[src/rtl/rlcr_pkg.sv]
// Package for the ring log with cursor reader.
// Holds the request types, controller state, command and status structs.
// No dependencies.
package rlcr_pkg;

    localparam int unsigned BYTE_W   = 8;
    localparam int unsigned CURSOR_W = 32;
    localparam int unsigned MAXB_W   = 7;

    typedef enum logic {
        OP_APPEND = 1'b0,
        OP_READ   = 1'b1
    } op_t;

    typedef struct packed {
        logic                op;
        logic [BYTE_W-1:0]   log_byte;
        logic [CURSOR_W-1:0] cursor;
        logic [MAXB_W-1:0]   max_bytes;
    } in_item_t;

    typedef struct packed {
        logic [BYTE_W-1:0]   data_byte;
        logic                byte_valid;
        logic                last;
        logic [CURSOR_W-1:0] new_cursor;
    } out_item_t;

    typedef enum logic [2:0] {
        ST_IDLE,
        ST_CLAMP,
        ST_SIZE,
        ST_START,
        ST_FETCH,
        ST_LOAD
    } state_t;

    typedef struct packed {
        logic wr_en;
        logic capture;
        logic clamp;
        logic size;
        logic start;
        logic fetch;
        logic load;
    } cmd_t;

    typedef struct packed {
        logic out_free;
        logic last;
    } status_t;

endpackage

[src/rtl/rlcr_ctrl.sv]
// Controller state machine for the ring log with cursor reader.
// Sequences read setup and byte streaming; depends on rlcr_pkg.
module rlcr_ctrl import rlcr_pkg::*; (
    input  logic    aclk,
    input  logic    aresetn,
    input  logic    s_valid,
    input  logic    op,
    output logic    s_ready,
    input  status_t status,
    output cmd_t    cmd
);

    state_t state_reg;
    state_t state_next;

    always_ff @(posedge aclk) begin
        if (!aresetn) begin
            state_reg <= ST_IDLE;
        end else begin
            state_reg <= state_next;
        end
    end

    always_comb begin
        state_next = state_reg;
        case (state_reg)
            ST_IDLE: begin
                if (s_valid && op == OP_READ) begin
                    state_next = ST_CLAMP;
                end
            end
            ST_CLAMP: state_next = ST_SIZE;
            ST_SIZE:  state_next = ST_START;
            ST_START: state_next = ST_FETCH;
            ST_FETCH: state_next = ST_LOAD;
            ST_LOAD: begin
                if (status.out_free) begin
                    state_next = status.last ? ST_IDLE : ST_FETCH;
                end
            end
            default: state_next = ST_IDLE;
        endcase
    end

    always_comb begin
        s_ready     = 1'b0;
        cmd         = '0;
        case (state_reg)
            ST_IDLE: begin
                s_ready     = 1'b1;
                cmd.wr_en   = s_valid && op == OP_APPEND;
                cmd.capture = s_valid && op == OP_READ;
            end
            ST_CLAMP: cmd.clamp = 1'b1;
            ST_SIZE:  cmd.size  = 1'b1;
            ST_START: cmd.start = 1'b1;
            ST_FETCH: cmd.fetch = 1'b1;
            ST_LOAD:  cmd.load  = status.out_free;
            default:  cmd       = '0;
        endcase
    end

endmodule

[config.mk]
export PLATFORM = sky130hd
export DESIGN_NAME = rlcr_ctrl
export DESIGN_NICKNAME = d
export VERILOG_FILES = /design/src/rtl/rlcr_pkg.sv /design/src/rtl/rlcr_ctrl.sv
export SDC_FILE = /design/constraint.sdc
export NUM_CORES = 1
export LEC_CHECK = 0
export BUFFER_PORTS_ARGS = -buffer_cell sky130_fd_sc_hd__buf_2
export CORE_AREA = 2 2 39 41
export CTS_BUF_LIST = sky130_fd_sc_hd__clkbuf_8
export CTS_CLUSTER_DIAMETER = 30
export DETAILED_ROUTE_END_ITERATION = 7
export DIE_AREA = 0 0 41 43
export PLACE_DENSITY = 0.41
export RECOVER_POWER = 50
export SLEW_MARGIN = 10
export SYNTH_ARGS = -nofsm -noshare
export SYNTH_HDL_FRONTEND = slang
export SYNTH_SLANG_ARGS = --single-unit
[constraint.sdc]
create_clock -name aclk -period 1.3 [get_ports aclk]
set_input_delay 0.13 -clock aclk [delete_from_list [all_inputs] [get_ports aclk]]
set_output_delay 0.13 -clock aclk [all_outputs]
set_load 0.01 [all_outputs]
==> results of run 1 <==
-- layout by cell type (no fill, tap or decap) --
| master | n |
|---|---|
| o21a_1 | 1 |
| xnor2_1 | 1 |
| buf_2 | 11 |
| nor2_1 | 5 |
| nor3_4 | 1 |
| nand2_1 | 4 |
| a21oi_1 | 1 |
| clkbuf_8 | 3 |
| inv_1 | 1 |
| nand2b_1 | 1 |
| dfxtp_2 | 3 |
| nor3b_1 | 3 |
| clkbuf_1 | 2 |
| a31oi_2 | 1 |
| o2111a_1 | 1 |
| and3_1 | 1 |
-- cell usage after synthesis (all sizes together) (3+ instances only) --
cell type  n  area (µm²)
nor2       5        18.8
nand2      4        15.0
buf        3        30.0
dfxtp      3        60.1
nor3b      3        22.5
-- through the flow --
step / area, µm² / utilization, %
floorplan: 228 / -
global placement: 283 / 20.4
detailed placement: 283 / 20.4
CTS: 328 / 23.7
global route: 322 / 23.2
finish: 322 / 23.2
-- power by group through the flow --
| stage | clock network, W | logic (W) | registers [W] |
|---|---|---|---|
| 2_1_floorplan | 0 | 0.0000866 | 0.000105 |
| 3_3_place_gp | 0 | 0.0000894 | 0.000125 |
| 3_5_place_dp | 0 | 0.0000888 | 0.000125 |
| 4_1_cts | 0.000264 | 0.0000890 | 0.000124 |
| 5_1_grt | 0.000275 | 0.0000931 | 0.000129 |
| 6_report | 0.000258 | 0.0000835 | 0.000125 |
-- worst reg2reg max path: cells and delay by family, from the launching register on --
kind	cells	cell delay, ns
AO/OA/AOI/OAI	2	0.23
flip-flops	1	0.41
AND/OR/NAND/NOR	1	0.19
-- logic make-up (layout without fill, tap and decap cells) --
logic type             after synthesis  in the layout  share of synthesized area [%]
AND/OR/NAND/NOR                     15             15                           40.7
XOR/XNOR                             1              1                           3.85
flip-flops                           3              3                           26.4
AO/OA/AOI/OAI                        4              4                           15.9
buffers and inverters                3             17                           13.2
-- per-layer routing --
metal	share of wire, %	global-route usage [%]	up-vias	wire length [µm]
li1	-	-	115	-
met1	47	8.01	92	242
met2	39	8.13	10	201
met3	13	5.24	0	67
met4	0	2.00	0	0
met5	0	0	-	0
-- cell type report --
class	instances	area [µm²]	area share, %
multi-input cells	20	130	40.5
flip-flops and latches	3	63.8	19.8
repair buffers	13	62.6	19.5
clock buffers	3	41.3	12.8
well taps	16	20.0	6.23
clock inverters	1	3.75	1.17
-- path summary, 6_finish.rpt --
path,startpoint,slack (ns),cells after the start,to
setup / recovery,state_reg[2],0.11,3,cmd[5]
hold / removal,aresetn,0.17,2,state_reg[2]
setup reg to reg,state_reg[1],0.35,3,state_reg[2]
hold reg to reg,state_reg[2],0.52,1,state_reg[1]
==> out/qor.txt, run 1 <==
Worst-path clk slew = 0.03 ns
Antenna Cells = 0
WP data arrival = 1.06 ns
Tightest Pin Transition = 0.206 ns
Final min period = 1.19 ns
Final worst path period share = 91.8%
Pleak = 0.151 nW
Final Hold Fails = 0
Psw = 0.000119 W
Critical path endpoint category = output port
# nets final = 47
Max-cap violation count = 0
Total Routing Usage GR = 6.42%
GP Congestion = 0.623
First-pass GRT wire length = 738 µm
DRT Wirelength = 511 µm
Sequential area share after synthesis = 26.4%
Kind of critical path = reg -> out
Ports = 14
RSZ-0062 raised after global routing = false
Async SR Flop Fraction = 0%
# placed instances = 52
Max Root-Sink Buffers = 2
Net Count, Synth = 32
Buffers inserted by post-CTS timing repair = 0
DRC errors left = 0
Starting density of the core = 16.5%
Slowest stage cell, crit path = dfxtp_2
Area Overhead vs Synth = 41.2%
Clock share of power = 55.2%
Sum Neg Setup Slack = 0 ns
Clock skew = 0.00317 ns
DIE WIDTH = 41 µm
Max FFs per register = 3
Worst slew margin = 86.3%
First drt pass iteration count = 2
# clock sinks = 3
Worst skew pair latency = 0.21 ns
Min-delay worst type = in -> reg
Final setup violating endpoints = 0
Post-synthesis cell count = 26
Syn Std Cell Area = 228 µm²
Logic pwr share = 17.9%
GRT overflow = 0
Yosys cell types = 14
Setup ws final = 0.106 ns
Die Area = 0.00176 mm²
Bufs and invs on worst path = 1
Critical path, cell by cell = nor3_4 > and3_1 > buf_2
Root Buffer = clkbuf_8
# fillers = 156
Detail Placement HPWL = 400 µm
PostCTS Resize Cnt = 0
Switching Fraction = 25.5%
FP Rows = 14
Startpoint types = flop
Core Area = 0.00138 mm²
Hold buffers post-CTS = 0
Post-synth EDFFs = 0
YS warnings = 0
Flop pwr share = 26.9%
Number of buffers created by CTS = 3
Worst path max stage delay = 0.36 ns
Yosys reg bits = 3
Critical path required time = 1.17 ns
Antenna Nets Post-Route = 0
Via/cell ratio = 3.88
Initial DRC Count = 5
Cell Pwr Density = 1450 mW/mm²
Status = completed
Slew Viols, Final = 0
Peak supply drop = 0.761 mV
Synthesized area per cell = 8.76 µm²
Crit-path max FO = 8
Share of cells above drive strength 1 = 47.5%
Chip height = 43 µm
CTS tree = yes
Pwr Total = 0.000467 W
Top cell family by delay on the critical path = simple AND/OR/NAND/NOR gates
Non-filler instance count after layout = 56
Main flop type after synthesis = dfxtp_1
CTS H-Tree Depth = 1
Port buffer count = 13
Hold Slack = 0.170 ns
Post-DR wirelength/cell = 9.13 µm
Largest net degree at the start of global routing = 10
Vias in the first global route = 174
Total number of vias = 217
Dpl ws = 0.240 ns
Initial antenna violation count = 0
Internal power = 0.000348 W
FMAX = 0.838 GHz
Note: power is estimated with default switching activity, not from simulation.
==> inputs of run 2 (changes only) <==
Settings changed: CAP_MARGIN set to 40, SETUP_SLACK_MARGIN set to 0.4.
==> run 2 against run 1 <==
  * Via count up 16%
  * Largest cell class unchanged
  * Combinational power grew 94%
  * Die area unchanged
  * Routed wire length grew 31%
  * Utilization up 12 points
  * Global-route usage is 1.8 points higher
==> out/qor.txt, run 2 (synthesis gave the netlist of run 1 again) <==
Metal3 WL = 32 µm (was 67 µm)
Max Root-Sink Buffers = 2 (unchanged)
Total number of vias = 252 (was 217)
Post-DR wirelength/cell = 10.4 µm (was 9.13 µm)
Final setup violating endpoints = 0 (unchanged)
Critical path endpoint category = output port (unchanged)
Detail Placement HPWL = 356 µm (was 400 µm)
Startpoint types = flop (unchanged)
Critical path required time = 1.17 ns (about the same)
Tightest Pin Transition = 0.232 ns (was 0.206 ns)
Slowest stage cell, crit path = dfxtp_4 (was dfxtp_2)
Slew Viols, Final = 0 (unchanged)
DR WL met2 = 354 µm (was 201 µm)
Clock skew = 0.00109 ns (was 0.00317 ns)
Final Util = 35.0% (was 23.2%)
Worst skew pair latency = 0.21 ns (about the same)
Worst slew margin = 84.5% (was 86.3%)
Status = completed (unchanged)
DRT Wirelength = 668 µm (was 511 µm)
Area Overhead vs Synth = 113% (was 41.2%)
Crit-path max FO = 4 (was 8)
Critical path, cell by cell = buf_6 > nand2b_1 > nor2_2 > buf_2 (was nor3_4 > and3_1 > buf_2)
GRT overflow = 0 (unchanged)
Worst path max stage delay = 0.36 ns (about the same)
Commonest non-fill, non-tap cells in the layout = buf_2 (8), buf_6 (8), buf_4 (4) (was buf_2 (11), nor2_1 (5), nand2_1 (4))
FMAX = 0.802 GHz (was 0.838 GHz)
Port buffer count = 13 (unchanged)
Pleak = 0.224 nW (was 0.151 nW)
Initial antenna violation count = 0 (unchanged)
Antenna Nets Post-Route = 0 (unchanged)
Final Hold Fails = 0 (unchanged)
Antenna Cells = 0 (unchanged)
Cell Pwr Density = 1120 mW/mm² (was 1450 mW/mm²)
Min-delay worst type = in -> reg (unchanged)
# clock sinks = 3 (unchanged)
Final worst path period share = 96.0% (was 91.8%)
# nets final = 55 (was 47)
Worst-path clk slew = 0.03 ns (about the same)
Sum Neg Setup Slack = 0 ns (unchanged)
Number of buffers created by CTS = 3 (unchanged)
Met1 Routed Length = 272 µm (was 242 µm)
WP data arrival = 1.12 ns (was 1.06 ns)
Top Layer Used = met4 (was met3)
Max-cap violation count = 0 (unchanged)
CTS H-Tree Depth = 1 (unchanged)
GP Congestion = 0.606 (was 0.623)
Starting density of the core = 16.5% (unchanged)
Kind of critical path = reg -> out (unchanged)
# fillers = 148 (was 156)
Ports = 14 (unchanged)
Vias in the first global route = 214 (was 174)
Total Routing Usage GR = 8.23% (was 6.42%)
DIE WIDTH = 41 µm (unchanged)
Max FFs per register = 3 (unchanged)
RSZ-0062 raised after global routing = true (was false)
Via/cell ratio = 3.94 (was 3.88)
Largest net degree at the start of global routing = 9 (was 10)
Root Buffer = clkbuf_8 (unchanged)
First drt pass iteration count = 1 (was 2)
Peak supply drop = 0.791 mV (was 0.761 mV)
Chip height = 43 µm (unchanged)
Initial DRC Count = 0 (was 5)
DRC errors left = 0 (unchanged)
First-pass GRT wire length = 876 µm (was 738 µm)
Core Area = 0.00138 mm² (unchanged)
Final min period = 1.25 ns (was 1.19 ns)
FP Rows = 14 (unchanged)
Share of cells above drive strength 1 = 77.1% (was 47.5%)
Die Area = 0.00176 mm² (unchanged)
CTS tree = yes (unchanged)
-- run 2: cell count changes in the layout (fill, tap and decap cells not counted), moves of 3 or more --
cell / change
dfxtp_4: +3
buf_2: -3
nor2_1: -4
dfxtp_2: -3
buf_6: +8
buf_4: +4
-- run 2: area by class of cell --
type                       instances  area (µm²)  area share (%)
tap                               16        20.0            4.13
multi-input combinational         20         184            38.0
sequential                         3        71.3            14.7
clock buffer                       3        41.3            8.53
timing repair buffer              21         164            33.9
clock inverter                     1        3.75           0.775
-- run 2: per-layer routing --
layer | global-route usage [%] | up-vias
li1 | - | 131
met1 | 8.68 | 112
met2 | 10.6 | 7
met3 | 4.71 | 2
met4 | 8.00 | 0
met5 | 0 | -
-- run 2: worst paths after layout --
kind	startpoint	end	slack [ns]	depth (start not counted)
max	state_reg[2]	cmd[0]	0.05	4
min	aresetn	state_reg[2]	0.16	2
max reg2reg	state_reg[2]	state_reg[2]	0.18	5
min reg2reg	state_reg[2]	state_reg[1]	0.56	2
-- run 2: stage by stage --
stage               total power [W]  worst slack [ns]  area, µm²  cells  hold slack, ns
floorplan                  0.000196             0.296        235     26           0.247
global placement           0.000220             0.212        290     52           0.385
detailed placement         0.000218             0.226        290     52           0.381
CTS                        0.000534             0.103        434     62           0.156
global route               0.000581          0.000720        484     64           0.179
finish                     0.000543            0.0525        484     64           0.157
-- run 2: critical path: cells and delay by family, from the launching register on --
family | cells | cell delay [ns]
DFF | 1 | 0.36
and+or+nand+nor | 2 | 0.27
buffers and inverters | 2 | 0.26
-- run 2: report_power, final --
part	total, W	switching [W]	leakage [nW]	internal [W]
clock network	0.000259	0.0000586	0.0269	0.000201
logic	0.000162	0.0000658	0.171	0.0000958
registers	0.000122	0.0000204	0.0267	0.000101
-- run 2: what timing repair did --
action | in CTS | in global routing
setup buffers | 6 | 2
pin swaps | 5 | 7
endpoints found under the setup margin | 10 | 10
gates resized for setup | 15 | 10
hold buffers | 0 | 0
